<file path="src/hdl/imutcf_pkg.sv">
// ----------------------------------------------------------------------------
// imutcf_pkg
// Types, constants and the arctangent table for the tilt complementary filter.
// ----------------------------------------------------------------------------
package imutcf_pkg;

    localparam int CORDIC_STEPS_DEF    = 16;
    localparam int ANGLE_FRAC_BITS_DEF = 16;
    localparam int ATAN_LEN            = 24;

    localparam logic [31:0] GYRO_SCALE_RST   = 32'd85517602;
    localparam logic [15:0] FILTER_ALPHA_RST = 16'd62259;

    localparam logic REG_GYRO_SCALE   = 1'b0;
    localparam logic REG_FILTER_ALPHA = 1'b1;

    typedef struct packed {
        logic [7:0]         gyro_x_high;
        logic [7:0]         gyro_x_low;
        logic [7:0]         gyro_y_high;
        logic [7:0]         gyro_y_low;
        logic signed [15:0] accel_x_raw;
        logic signed [15:0] accel_y_raw;
        logic signed [15:0] accel_z_raw;
        logic [15:0]        elapsed_ticks;
    } t_in_item;

    typedef struct packed {
        logic signed [31:0] tilt_first;
        logic signed [31:0] tilt_second;
        logic signed [11:0] accel_x_counts;
        logic signed [11:0] accel_y_counts;
        logic signed [11:0] accel_z_counts;
        logic               is_new;
        logic [15:0]        ticks_out;
    } t_out_item;

    // lane command from the top level
    typedef struct packed {
        logic start;
        logic upd;
    } t_lane_ctl;

    function automatic logic [31:0] atan_q24(input logic [4:0] i);
        unique case (i)
            5'd0:  atan_q24 = 32'd754974720;
            5'd1:  atan_q24 = 32'd445687602;
            5'd2:  atan_q24 = 32'd235489088;
            5'd3:  atan_q24 = 32'd119537938;
            5'd4:  atan_q24 = 32'd60000934;
            5'd5:  atan_q24 = 32'd30029717;
            5'd6:  atan_q24 = 32'd15018523;
            5'd7:  atan_q24 = 32'd7509720;
            5'd8:  atan_q24 = 32'd3754917;
            5'd9:  atan_q24 = 32'd1877466;
            5'd10: atan_q24 = 32'd938734;
            5'd11: atan_q24 = 32'd469367;
            5'd12: atan_q24 = 32'd234684;
            5'd13: atan_q24 = 32'd117342;
            5'd14: atan_q24 = 32'd58671;
            5'd15: atan_q24 = 32'd29335;
            5'd16: atan_q24 = 32'd14668;
            5'd17: atan_q24 = 32'd7334;
            5'd18: atan_q24 = 32'd3667;
            5'd19: atan_q24 = 32'd1833;
            5'd20: atan_q24 = 32'd917;
            5'd21: atan_q24 = 32'd458;
            5'd22: atan_q24 = 32'd229;
            5'd23: atan_q24 = 32'd115;
            default: atan_q24 = 32'd0;
        endcase
    endfunction

    function automatic logic [15:0] gyro_rate(input logic [7:0] hi, input logic [7:0] lo);
        if (hi == 8'd0 || hi == 8'hFF) begin
            gyro_rate = 16'd0;
        end else begin
            gyro_rate = {hi, lo};
        end
    endfunction

    function automatic logic signed [31:0] sat32(input logic signed [63:0] v);
        if (v > 64'sd2147483647) begin
            sat32 = 32'sh7FFFFFFF;
        end else if (v < -64'sd2147483648) begin
            sat32 = 32'sh80000000;
        end else begin
            sat32 = v[31:0];
        end
    endfunction

endpackage

</file>
<file path="src/hdl/imut_merge.sv">
// ----------------------------------------------------------------------------
// imutcf_merge
// Combine the lane tilts with the counts into one result item.
// ----------------------------------------------------------------------------
module imutcf_merge (
    input  logic                  i_clk,
    input  logic                  i_rst_n,
    input  logic                  i_load,
    input  logic signed [31:0]    i_tilt_a,
    input  logic signed [31:0]    i_tilt_b,
    input  imutcf_pkg::t_out_item i_rest,
    input  logic                  i_stall,
    output logic                  o_valid,
    output imutcf_pkg::t_out_item o_item
);
    always_ff @(posedge i_clk) begin
        if (!i_rst_n) begin
            o_valid <= 1'b0;
        end else if (i_load) begin
            o_valid <= 1'b1;
            o_item  <= {i_tilt_a, i_tilt_b, i_rest.accel_x_counts, i_rest.accel_y_counts,
                        i_rest.accel_z_counts, i_rest.is_new, i_rest.ticks_out};
        end else if (!i_stall) begin
            o_valid <= 1'b0;
        end
    end
endmodule

</file>
<file path="config.mk">
export PLATFORM = sky130hd
export DESIGN_NAME = imutcf_merge
export DESIGN_NICKNAME = d
export VERILOG_FILES = /design/src/hdl/imutcf_pkg.sv /design/src/hdl/imut_merge.sv
export SDC_FILE = /design/constraint.sdc
export NUM_CORES = 1
export LEC_CHECK = 0
export ABC_AREA = 1
export BUFFER_PORTS_ARGS = -buffer_cell sky130_fd_sc_hd__buf_4
export CORE_AREA = 2 2 117 119
export CTS_BUF_LIST = sky130_fd_sc_hd__clkbuf_8
export DETAILED_ROUTE_END_ITERATION = 12
export DIE_AREA = 0 0 119 121
export GPL_TIMING_DRIVEN = 1
export MAX_ROUTING_LAYER = met4
export PLACE_DENSITY = 0.57
export SLEW_MARGIN = 10
export SYNTH_ARGS = -nofsm -noshare
export SYNTH_HDL_FRONTEND = slang
export SYNTH_SLANG_ARGS = --single-unit
export TNS_END_PERCENT = 10
</file>
<file path="constraint.sdc">
create_clock -name i_clk -period 7.3 [get_ports i_clk]
set_clock_uncertainty 0.1 [all_clocks]
set_input_delay 0.365 -clock i_clk [delete_from_list [all_inputs] [get_ports i_clk]]
set_output_delay 0.365 -clock i_clk [all_outputs]
set_load 0.02 [all_outputs]
</file>
==> impl_metrics.py, run 1 <==
metrics = {
    "run_status": {
        "status": "stopped before the end",
        "haltStage": "4_1_cts",
        "error": "[ERROR RSZ-0060] Max buffer count reached.",
    },
    "cts": {
        "cts_resized": 0,
        "cts_max_level": 4,
        "cts-root-buf": "clkbuf_8",
        "numCtsBuffers": 17,
        "clockBufferDepth": 2,
        "hold_buffers": 115,
        "cts_sinks": 118,
        "post_cts_buffers": 0,
    },
    "synthesis": {
        "synth_compound_area_share_pct": 0,
        "ys_seq_area_share_pct": 99.5,
        "synth.distinct_cells": 5,
        "synth_top_family_by_area": "simple AND/OR/NAND/NOR gates",
        "synth_cells": 122,
        "synthTopCellsByArea": "edfxtp_1 (99%), dfxtp_1 (0.56%), nand2_1 (0.21%)",
        "synth_fa_ha_area_share_pct": 0,
        "synthesis.nets": 307,
        "yosysTopAreaCell": "edfxtp_1",
        "yosysWarnings": 0,
        "synth.avg_cell_area_sq_um": 29.1,
        "synth_xor_area_share_pct": 0,
        "syn_area_sq_mm": 0.00355,
        "synth-simple-area-share_pct": 0.352,
        "synth_top_area_share_pct": 99.0,
        "synth_mux_area_share_pct": 0,
        "yosys_register_bits": 118,
    },
    "die": {
        "io_pins": 303,
        "die_h_um": 121,
        "die_w_um": 119,
        "fp-row-count": 42,
        "start_util_pct": 27.1,
    },
    "placement": {
        "placed_cell_area_sq_mm": 0.00557,
        "portBuffers": 238,
        "post-place-cells": 537,
        "gp_congestion": 0.709,
    },
}
cells in the mapped netlist (all sizes together):
master  instances
nand3           1
edfxtp        117
dfxtp           1
inv             1
nand2           2
stage by stage:
step	worst slack, ns	hold slack (ns)	util [%]
after global placement	4.96	0.357	42.5
after floorplan	4.04	0.364	-
after detailed placement	4.92	0.354	42.5
kinds of logic after synthesis:
group                  after synthesis
buffers and inverters                1
flip-flops                         118
AND/OR/NAND/NOR                      3
==> run 2: changes to the inputs <==
Settings changed: CORE_AREA 2 2 117 119 to 2 2 119 121, CTS_BUF_LIST sky130_fd_sc_hd__clkbuf_8 to unset, DIE_AREA 0 0 119 121 to 0 0 121 123, MAX_ROUTING_LAYER met4 to unset, PLACE_DENSITY 0.57 to unset, PLACE_DENSITY_LB_ADDON set to 0.15.
==> impl_metrics.py, run 2 <==
metrics = {
    "placement": {
        "gp_congestion": 0.660,
        "portBuffers": 238,
    },
    "critical_path": {
        "worstPathCellList": "buf_4, nand2_1, inv_4, buf_4",
        "cp-end-kind": "register",
        "cp_slowest_cell": "buf_4",
        "required_ns": 7.23,
        "start_kind": "input pin",
        "worstPathMaxFanout": 63,
        "critPathMaxStageDelay_ns": 0.68,
        "reg2reg_from": "o_valid",
        "critical_path_class": "input pin to register",
        "startpoint": "i_rst_n",
        "critical_path_arrival_ns": 1.87,
        "crit_top_cell": "buf_4",
    },
    "timing": {
        "relSlewSlack_pct": 49.2,
        "period_needed_ns": 1.94,
        "finalHoldViolCount": 0,
        "fin_tns_setup_ns": 0,
        "setup_viol": 0,
        "holdWs_ns": 0.0312,
        "worst_slew_pin_slew_ns": 0.762,
        "drv_slew": 0,
        "rsz0062_at_grt": "false",
        "fmax_mhz": 516,
        "post-route-period-util_pct": 26.6,
    },
    "synthesis": {
        "synth_common_cells": "edfxtp_1 (117), nand2_1 (2), dfxtp_1 (1), inv_1 (1), nand3_1 (1)",
        "yosys_register_bits": 118,
        "synthMostInstantiatedCell": "edfxtp_1",
        "synth.distinct_cells": 5,
        "yosysWarnings": 0,
        "synth_edf_count": 117,
        "synthTopCellsByArea": "edfxtp_1 (99%), dfxtp_1 (0.56%), nand2_1 (0.21%)",
        "ys_seq_area_share_pct": 99.5,
        "ys.flop_type": "edfxtp_1",
        "synth_top_area_share_pct": 99.0,
        "async_flop_share_pct": 0,
        "syn_area_sq_mm": 0.00355,
        "yosysTopAreaCell": "edfxtp_1",
        "synth_cells": 122,
        "synth.avg_cell_area_sq_um": 29.1,
        "synthesis.nets": 307,
    },
    "layout": {
        "layout_commonest_cell": "buf_4",
        "largest_register_ffs": 117,
        "area_growth_pct": 73.6,
        "fillers": 1202,
        "top_regs": "o_item (117), o_valid (1)",
        "post-route-util_pct": 45.3,
        "finalNetCount": 565,
        "layout_common_cells": "buf_4 (239), edfxtp_1 (117), clkbuf_16 (17)",
        "n_antenna_cell": 0,
        "top_register": "o_item",
        "layout-drive-gt1-share_pct": 68.5,
    },
    "cts": {
        "cts_resized": 0,
        "clk_latency_ns": 0.40,
        "post_cts_buffers": 0,
        "cts.clk_slew.worst_paths_ns": 0.05,
        "cts_sinks": 118,
        "cts_max_level": 4,
        "cts-root-buf": "clkbuf_16",
        "clockBufferDepth": 2,
        "cts_tree": "done",
        "numCtsBuffers": 17,
        "hold_buffers": 0,
    },
    "power_and_ir_drop": {
        "power_frac_comb_pct": 10.2,
        "ir_worst_vdd_v": 0.000178,
        "seqPwrFrac_pct": 44.2,
        "swShare_pct": 20.8,
        "clkPwrFrac_pct": 45.6,
        "p_int_uw": 1450,
        "p_leak_uw": 0.00256,
        "p_total_uw": 1830,
        "power.switching_uw": 380,
        "powerDensity_mw_per_mm2": 297,
    },
    "routing": {
        "first_pass_iters": 4,
        "vias": 2203,
        "drt_iter0_drc": 136,
        "drc": 0,
        "routed_wl_um": 8550,
        "via_per_inst": 3.86,
        "ant_nets": 0,
        "wl_per_cell_um": 15.0,
    },
    "die": {
        "die_area_sq_mm": 0.0149,
        "start_util_pct": 26.1,
        "die_h_um": 123,
        "die_w_um": 121,
        "core_area_sq_mm": 0.0136,
        "fp-row-count": 43,
        "io_pins": 303,
    },
    "global_routing": {
        "grt_overflow_total": 0,
        "grt.total_usage_pct": 11.7,
        "antenna_found_initial": 0,
        "grt_start_max_net_pins": 64,
        "grt_pass1_wl_um": 12200,
        "grt_pass1_vias": 2299,
    },
    "min_path": {
        "hp-start": "i_tilt_b[23]",
        "min-delay-path-class": "input pin to register",
    },
    "run_status": {
        "status": "completed",
    },
    "flow_run": {
        "maxCapViolCount": 0,
    },
}
==> run 2: cell counts after synthesis <==
Identical to the previous run, type by type.
==> run 2: power by group through the flow <==
| stage | combinational (uW) | sequential [uW] | clock, uW |
|---|---|---|---|
| 6_report | 186 | 810 | 834 |
| 5_1_grt | 198 | 814 | 886 |
| 4_1_cts | 189 | 810 | 856 |
| 3_5_place_dp | 189 | 823 | 0 |
| 3_3_place_gp | 189 | 822 | 0 |
| 2_1_floorplan | 9.26 | 883 | 0 |
==> run 2: kinds of logic after synthesis <==
group	count (synthesis)	synth area share, %
buffers and inverters	1	0.106
DFF	118	99.5
and+or+nand+nor	3	0.352
==> run 2: per-layer routing <==
metal | wire length, um | share of wire, % | global-route usage [%] | vias up
met1 | 3010 | 35 | 11.8 | 991
met3 | 1470 | 17 | 8.81 | 17
met4 | 202 | 2.4 | 6.98 | 0
met5 | 0 | 0 | 0 | -
met2 | 3860 | 45 | 17.1 | 179
li1 | - | - | - | 1016
==> run 2: through the flow <==
step	instance area, sq um	std cells	setup WS (ns)
global placement	5570	541	4.93
global route	6160	571	5.20
finish	6160	571	5.36
CTS	6160	571	5.36
floorplan	3550	122	4.04
detailed placement	5570	541	4.92
==> run 2: path summary, 6_finish.rpt <==
path	end	slack [ns]	depth (start not counted)
max	o_item[109]	5.36	4
min reg2reg	o_valid	0.40	2
min	o_item[76]	0.03	1
max reg2reg	o_valid	6.64	2
==> run 2: layout make-up <==
cell class / instances / area (sq um) / area share, %
multi-input combinational: 3 / 12.5 / 0.203
inverter: 1 / 6.26 / 0.102
sequential: 118 / 3530 / 57.3
clock inverter: 12 / 161 / 2.62
clock buffer: 18 / 429 / 6.96
tap: 180 / 225 / 3.65
timing repair buffer: 239 / 1790 / 29.1
==> run 2: worst max-delay path: cells and delay by family <==
family        cells  cell delay [ns]
buf+inv           3             1.32
simple gates      1             0.10
(Power assumes the default switching activity.)
